--- src/sv/atrlc_pkg.sv ---
// Package for the AT response line classifier: prefix tables, codes and shared types.
`timescale 1ns / 1ps

package atrlc_pkg;

    localparam int NUM_PFX  = 30;
    localparam int PFX_MAXL = 19;
    localparam int CLS_W    = 5;
    localparam int LEN_W    = 9;
    localparam int BYTE_W   = 8;

    localparam logic [BYTE_W-1:0] CHAR_CR = 8'h0D;
    localparam logic [BYTE_W-1:0] CHAR_LF = 8'h0A;

    localparam logic [LEN_W-1:0] LEN_SAT = 9'd511;

    localparam logic [CLS_W-1:0] CLS_UNKNOWN = 5'd0;

    typedef enum logic
    {
        STAT_LINE     = 1'b0,
        STAT_OVERFLOW = 1'b1
    } status_t;

    typedef logic [8*PFX_MAXL-1:0] pfx_str_t;

    // Strings are right-justified: the last character sits in the low byte.
    localparam pfx_str_t PFX_TEXT [NUM_PFX] = '{
        "^BOOT:", "+CNUM:", "ERROR+CNUM:", "OK", "^RSSI:", "^MODE:",
        "^CEND:", "+CSSI:", "^ORIG:", "^CONF:", "^CONN:", "+CREG:",
        "+COPS:", "^SRVST:", "+CSQ:", "+CPIN:", "RING", "+CLIP:",
        "ERROR", "+CMTI:", "+CMGR:", "+CSSU:", "BUSY", "NO DIALTONE",
        "NO CARRIER", "COMMAND NOT SUPPORT", "+CMS ERROR:", "^SMMEMFULL:",
        "> ", "+CUSD:"
    };

    localparam logic [4:0] PFX_LEN [NUM_PFX] = '{
        5'd6, 5'd6, 5'd11, 5'd2, 5'd6, 5'd6, 5'd6, 5'd6, 5'd6, 5'd6,
        5'd6, 5'd6, 5'd6, 5'd7, 5'd5, 5'd6, 5'd4, 5'd6, 5'd5, 5'd6,
        5'd6, 5'd6, 5'd4, 5'd11, 5'd10, 5'd19, 5'd11, 5'd11, 5'd2, 5'd6
    };

    localparam logic [CLS_W-1:0] PFX_CLASS [NUM_PFX] = '{
        5'd1, 5'd2, 5'd2, 5'd3, 5'd4, 5'd5, 5'd6, 5'd7, 5'd8, 5'd9,
        5'd10, 5'd11, 5'd12, 5'd13, 5'd14, 5'd15, 5'd16, 5'd17, 5'd18, 5'd19,
        5'd20, 5'd21, 5'd22, 5'd23, 5'd24, 5'd18, 5'd25, 5'd26, 5'd27, 5'd28
    };

    typedef struct packed
    {
        logic [NUM_PFX-1:0] alive_next;
        logic [CLS_W-1:0]   cls;
    } match_t;

endpackage

--- src/sv/atrlc_match.sv ---
// Prefix matcher: per-byte still-matching update and first-match class lookup.
`timescale 1ns / 1ps

module atrlc_match #(
    parameter int CNT_W = 9
) (
    input  logic [atrlc_pkg::BYTE_W-1:0]  rx_byte,
    input  logic [CNT_W-1:0]              line_count,
    input  logic [atrlc_pkg::NUM_PFX-1:0] alive,
    output atrlc_pkg::match_t             result
);
    import atrlc_pkg::*;

    logic [4:0] pos5;

    assign pos5 = line_count[4:0];

    always_comb
    begin
        logic [4:0] k;
        logic       found;
        result.alive_next = alive;
        result.cls        = CLS_UNKNOWN;
        found             = 1'b0;
        k                 = '0;
        for (int i = 0; i < NUM_PFX; i++)
        begin
            // only positions inside the prefix take part in the compare
            if (line_count < CNT_W'(PFX_LEN[i]))
            begin
                k = PFX_LEN[i] - 5'd1 - pos5;
                if (PFX_TEXT[i][k*8 +: 8] != rx_byte)
                begin
                    result.alive_next[i] = 1'b0;
                end
            end
            if (!found && alive[i] && (line_count >= CNT_W'(PFX_LEN[i])))
            begin
                found      = 1'b1;
                result.cls = PFX_CLASS[i];
            end
        end
    end

endmodule

--- src/sv/at_response_line_classifier.sv ---
// Top level of the AT response line classifier.
`timescale 1ns / 1ps
//
// Bytes from the modem enter on the s_ stream, one per transaction. CR and LF
// outside a line are dropped silently; any other byte opens a line. A CR or LF
// inside a line closes it and emits one result on the m_ stream: tuser = 0,
// class code and line length in tdata. A byte arriving when the line already
// holds LINE_MAX bytes is dropped and emits an overflow result (tuser = 1,
// class 0, current length); the line stays open.
// Throughput: one byte per cycle while s_tready is high. Latency: a result is
// valid on m_ the cycle after the closing or overflowing byte is accepted; it is
// set by the single result register behind the prefix matcher.
// When the receiver stalls, the result register holds and s_tready drops
// only while a held result is still waiting; the byte that frees the register
// in the same cycle is taken. Reset clears the line state (no open line,
// length 0, all prefixes alive) and empties the result register.
// Line lengths above 511 are reported as 511.

module at_response_line_classifier #(
    parameter int LINE_MAX = 256
) (
    input  logic        clk,
    input  logic        rst_n,
    input  logic        s_tvalid,
    output logic        s_tready,
    input  logic [7:0]  s_tdata,    // [7:0] rx_byte
    output logic        m_tvalid,
    input  logic        m_tready,
    output logic [15:0] m_tdata,    // [4:0] response_class, [13:5] line_length, zero fill
    output logic        m_tuser     // [0] status
);
    import atrlc_pkg::*;

    localparam int CNT_W = $clog2(LINE_MAX + 1);
    localparam int EXT_W = (CNT_W > LEN_W) ? CNT_W : LEN_W;

    logic               in_line_reg, in_line_next;
    logic [CNT_W-1:0]   line_count_reg, line_count_next;
    logic [NUM_PFX-1:0] alive_reg, alive_next;
    logic               m_tvalid_reg, m_tvalid_next;
    logic [CLS_W-1:0]   cls_reg, cls_next;
    logic [LEN_W-1:0]   len_reg, len_next;
    status_t            status_reg, status_next;

    logic               accept;
    logic               eol;
    logic               emit;
    logic [EXT_W-1:0]   cnt_ext;
    logic [LEN_W-1:0]   len_sat;
    match_t             match;

    atrlc_match #(
        .CNT_W (CNT_W)
    ) u_match (
        .rx_byte    (s_tdata),
        .line_count (line_count_reg),
        .alive      (alive_reg),
        .result     (match)
    );

    assign s_tready = !m_tvalid_reg || m_tready;
    assign accept   = s_tvalid && s_tready;
    assign eol      = (s_tdata == CHAR_CR) || (s_tdata == CHAR_LF);

    assign cnt_ext = EXT_W'(line_count_reg);
    assign len_sat = (cnt_ext > EXT_W'(LEN_SAT)) ? LEN_SAT : cnt_ext[LEN_W-1:0];

    always_comb
    begin
        in_line_next    = in_line_reg;
        line_count_next = line_count_reg;
        alive_next      = alive_reg;
        emit            = 1'b0;
        cls_next        = cls_reg;
        len_next        = len_reg;
        status_next     = status_reg;
        if (accept)
        begin
            if (!in_line_reg)
            begin
                if (!eol)
                begin
                    in_line_next    = 1'b1;
                    line_count_next = line_count_reg + CNT_W'(1);
                    alive_next      = match.alive_next;
                end
            end
            else if (eol)
            begin
                emit            = 1'b1;
                status_next     = STAT_LINE;
                cls_next        = match.cls;
                len_next        = len_sat;
                in_line_next    = 1'b0;
                line_count_next = '0;
                alive_next      = '1;
            end
            else if (line_count_reg >= CNT_W'(LINE_MAX))
            begin
                emit        = 1'b1;
                status_next = STAT_OVERFLOW;
                cls_next    = CLS_UNKNOWN;
                len_next    = len_sat;
            end
            else
            begin
                line_count_next = line_count_reg + CNT_W'(1);
                alive_next      = match.alive_next;
            end
        end
        if (emit)
        begin
            m_tvalid_next = 1'b1;
        end
        else if (m_tready)
        begin
            m_tvalid_next = 1'b0;
        end
        else
        begin
            m_tvalid_next = m_tvalid_reg;
        end
    end

    always_ff @(posedge clk or negedge rst_n)
    begin
        if (!rst_n)
        begin
            in_line_reg    <= 1'b0;
            line_count_reg <= '0;
            alive_reg      <= '1;
            m_tvalid_reg   <= 1'b0;
        end
        else
        begin
            in_line_reg    <= in_line_next;
            line_count_reg <= line_count_next;
            alive_reg      <= alive_next;
            m_tvalid_reg   <= m_tvalid_next;
        end
    end

    // result payload, loaded only when a transaction produces a result
    always_ff @(posedge clk)
    begin
        if (emit)
        begin
            cls_reg    <= cls_next;
            len_reg    <= len_next;
            status_reg <= status_next;
        end
    end

    assign m_tvalid = m_tvalid_reg;
    assign m_tdata  = {2'b00, len_reg, cls_reg};
    assign m_tuser  = status_reg;

    // the kept-byte count never passes the capacity
    a_count_bound: assert property (@(posedge clk) disable iff (!rst_n)
        line_count_reg <= CNT_W'(LINE_MAX))
        else $error("line count above capacity");

    // between lines the count and match vector are back at their idle values
    a_idle_state: assert property (@(posedge clk) disable iff (!rst_n)
        !in_line_reg |-> (line_count_reg == '0) && (alive_reg == '1))
        else $error("idle state not cleared");

    // an open line always holds at least one byte
    a_open_nonempty: assert property (@(posedge clk) disable iff (!rst_n)
        in_line_reg |-> (line_count_reg != '0))
        else $error("open line with zero length");

    // a line end inside a line yields a result in the next cycle
    a_eol_result: assert property (@(posedge clk) disable iff (!rst_n)
        accept && in_line_reg && eol |=> m_tvalid_reg && (status_reg == STAT_LINE))
        else $error("line end without result");

    // a known class needs a line at least as long as the shortest prefix
    a_class_len: assert property (@(posedge clk) disable iff (!rst_n)
        m_tvalid_reg && (cls_reg != CLS_UNKNOWN) |-> (len_reg >= LEN_W'(2)))
        else $error("class reported for too short a line");

endmodule

--- config.mk ---
export PLATFORM = sky130hd
export DESIGN_NAME = at_response_line_classifier
export DESIGN_NICKNAME = d
export VERILOG_FILES = /design/src/sv/atrlc_pkg.sv /design/src/sv/atrlc_match.sv /design/src/sv/at_response_line_classifier.sv
export SDC_FILE = /design/constraint.sdc
export NUM_CORES = 1
export LEC_CHECK = 0
export BUFFER_PORTS_ARGS = -buffer_cell sky130_fd_sc_hd__buf_2
export CAP_MARGIN = 20
export CORE_ASPECT_RATIO = 1.25
export CORE_UTILIZATION = 45
export DETAILED_ROUTE_END_ITERATION = 16
export GPL_TIMING_DRIVEN = 0
export PLACE_DENSITY_LB_ADDON = 0.3
export SYNTH_ARGS = -nofsm -noshare
export SYNTH_HDL_FRONTEND = slang
export SYNTH_SLANG_ARGS = --single-unit
--- constraint.sdc ---
create_clock -name clk -period 10.55 [get_ports clk]
set_input_delay 2.6375 -clock clk [delete_from_list [all_inputs] [get_ports clk]]
set_output_delay 2.6375 -clock clk [all_outputs]
set_load 0.01 [all_outputs]
==> impl_metrics.csv <==
group,metric,value,unit
sta,fmax,0.176,GHz
cts,cts.clk_slew.worst_paths,0.07,ns
worst_setup_path,crit_arrival,3.05,ns
pwr,peakVddDrop,0.000114,V
yosys,async_reset_ff_share,73.2,%
worst_setup_path,cp-end-kind,"output pin",
floorplanning,start_util,46.5,%
global_routing,grt_pass1_vias,7527,
sta,setup_viol,0,
sta,hold_slack,0.489,ns
global_routing,grt_overflow,0,
worst_setup_path,criticalPathCategory,"input pin to output pin",
pwr,p_leak,0.00278,uW
yosys,synth.most_common_cell,"nand2_1",
sta,maxSlewHeadroom,29.1,%
cts,cts_setup_buffers,0,
detailed_routing,num_vias,8340,
cts,cts_buffers,5,
yosys,synth.avg_cell_area,7.33,um2
place,place.gp.congestion,1.09,
floorplanning,core-area,0.0157,mm2
floorplanning,dieArea,0.0167,mm2
place,dp_slack,4.86,ns
global_routing,grt_max_degree,42,
detailed_routing,drt-initial-drc-count,1352,
cts,hold_buffers,0,
yosys,synth_edf_count,15,
cts,clk_path_buf_depth,2,
status,status,"finished clean",
sta,rsz0062_at_grt,"no",
yosys,synth_ff_type,"dfstp_2",
yosys,yosys-top-cells-count,"nand2_1, nor2_1, a21oi_1",
job,max-cap-violations,0,
cts,cts_tree,"yes",
layout,nNetsFinal,1075,
detailed_routing,wl,30300,um
detailed_routing,wire_per_inst,24.4,um
detailed_routing,postRouteAntennaNets,0,
cts,cts.root.buffer_cell,"clkbuf_16",
sta,fin_ws,4.87,ns
floorplanning,row_count,51,
worst_setup_path,critPathLaunchType,"input pin",
place,io_buffers,25,
worst_setup_path,required,7.91,ns
cts,cts-htree-levels,2,
detailed_routing,drt-pass1-iter-count,7,
yosys,syn-instance-count,996,
yosys,synth_cell_type_count,84,
floorplanning,die_h,144,um
layout,antenna_cells,0,
yosys,synthTopCellsByArea,"dfstp_2, xnor2_1, edfxtp_1",
cts,cts_sinks,56,
place,place.detailed.hpwl,22200,um
yosys,netlist_area,0.00730,mm2
sta,finalHoldViolCount,0,
yosys,yosysSeqAreaShare,20.7,%
sta,finalSetupTns,0,ns
sta,maxSlewViolCount,0,
yosys,yosys_warnings,0,
cts,clk_latency,0.31,ns
sta,skew,0.0169,ns
layout,drive_above_1_share,10.4,%
yosys,ys_seq_elements,56,
sta,finalCritPeriodShare,53.9,%
cts,post_cts_resize_count,0,
sta,min_period,5.68,ns
floorplanning,fp.dieW,116,um
detailed_routing,post_drt_via_cell_ratio,6.70,
yosys,netlist.area_leader.share,10.8,%
layout,syn2layout_area_growth,7.61,%
sta,tightest_slew,1.05,ns
pwr,power_per_cell_area,311,mW/mm2
global_routing,grtUsageTotal,36.3,%
layout,largest_reg_flops,30,
worst_setup_path,cp_max_fo,4,
global_routing,grt_pass1_wl,44900,um
floorplanning,io_pins,31,
global_routing,antenna_found_initial,1,
detailed_routing,drc,0,
yosys,yosysTopAreaCell,"dfstp_2",
hold_path,worstHoldPathType,"register to register",
power breakdown:
group          leakage [uW]  total, uW  internal [uW]  switching, uW
clock network     0.0000671        182           89.3           92.5
registers          0.000585        297            255           42.2
logic               0.00212       1960            637           1330
total               0.00278       2440            981           1460
cells in the final DEF (no fill, tap or decap), drive strengths merged, types with 7 or more instances in the layout:
| cell | synthesis | final |
|---|---|---|
| dfstp | 30 | 30 |
| o211ai | 10 | 10 |
| a22oi | 11 | 11 |
| nor3b | 9 | 9 |
| edfxtp | 15 | 15 |
| and3 | 8 | 8 |
| a211oi | 8 | 8 |
| o32ai | 8 | 8 |
| clkbuf | 59 | 66 |
| a21boi | 7 | 7 |
| mux2i | 13 | 13 |
| o21a | 8 | 8 |
| or3 | 10 | 10 |
| a21oi | 75 | 75 |
| nor3 | 34 | 34 |
| xnor2 | 57 | 57 |
| ha | 32 | 32 |
| buf | 32 | 58 |
| inv | 31 | 31 |
| a311oi | 7 | 7 |
| a31oi | 17 | 17 |
| xor2 | 39 | 39 |
| nand4 | 20 | 20 |
| nor4b | 7 | 7 |
| o22ai | 9 | 9 |
| nand3 | 36 | 36 |
| dfrtp | 11 | 11 |
| o21ai | 79 | 79 |
| a21o | 8 | 8 |
| nor4 | 14 | 14 |
| nand2 | 96 | 96 |
| nor2 | 84 | 84 |
| nor2b | 10 | 10 |
| nand2b | 14 | 14 |
kinds of logic (layout without fill, tap and decap cells):
logic type	count (synthesis)	after routing	synth area share [%]
AND/OR/NAND/NOR	372	372	26.2
AO/OA/AOI/OAI	301	301	27.3
buffers and inverters	124	159	6.74
XOR/XNOR	96	96	11.5
flip-flops	56	56	20.7
adder cells (fa/ha/maj)	32	32	5.49
multiplexers	14	14	1.94
other	1	2	0.0514
metrics by stage:
step | cell area (um2) | instances | utilization (%) | power (uW)
after floorplan | 7300 | 997 | - | 1660
after global placement | 7690 | 1234 | 49.0 | 2140
after detailed placement | 7690 | 1234 | 49.0 | 2150
after CTS | 7840 | 1242 | 49.9 | 2340
after global routing | 7860 | 1244 | 50.0 | 2550
final | 7860 | 1244 | 50.0 | 2440
final timing paths:
check	from	end	slack (ns)	cells after the start
hold reg to reg	alive_reg[16]$_DFFE_PN1P_	alive_reg[16]$_DFFE_PN1P_	0.49	2
max in group asynchronous	rst_n	in_line_reg$_DFFE_PN0P_	7.41	1
hold / removal	alive_reg[16]$_DFFE_PN1P_	alive_reg[16]$_DFFE_PN1P_	0.49	2
setup reg to reg	cnt_ext[1]$_DFFE_PN0P_	alive_reg[27]$_DFFE_PN1P_	5.40	12
setup / recovery	m_tready	s_tready	4.87	3
min in group asynchronous	rst_n	cnt_ext[7]$_DFFE_PN0P_	2.52	1
cell type report:
| class | instances | area, um2 |
|---|---|---|
| fillers | 1615 | 7840 |
| multi-input cells | 817 | 5300 |
| flip-flops and latches | 56 | 1510 |
| plain buffers | 91 | 368 |
| well taps | 212 | 265 |
| repair buffers | 27 | 141 |
| clock buffers | 6 | 129 |
| inverters | 33 | 124 |
| clock inverters | 2 | 16.3 |
per-layer routing:
metal | track usage, % | vias up | routed length (um)
li1 | - | 3690 | -
met1 | 44.2 | 3816 | 11100
met2 | 57.3 | 666 | 13400
met3 | 8.01 | 166 | 3690
met4 | 23.8 | 2 | 2130
met5 | 0 | - | 10
critical path, stage by stage:
cell and delay [ns]:
buf_2 0.09, nand2b_1 0.17, buf_2 0.15
No activity file was read; power rests on OpenSTA's default activity.
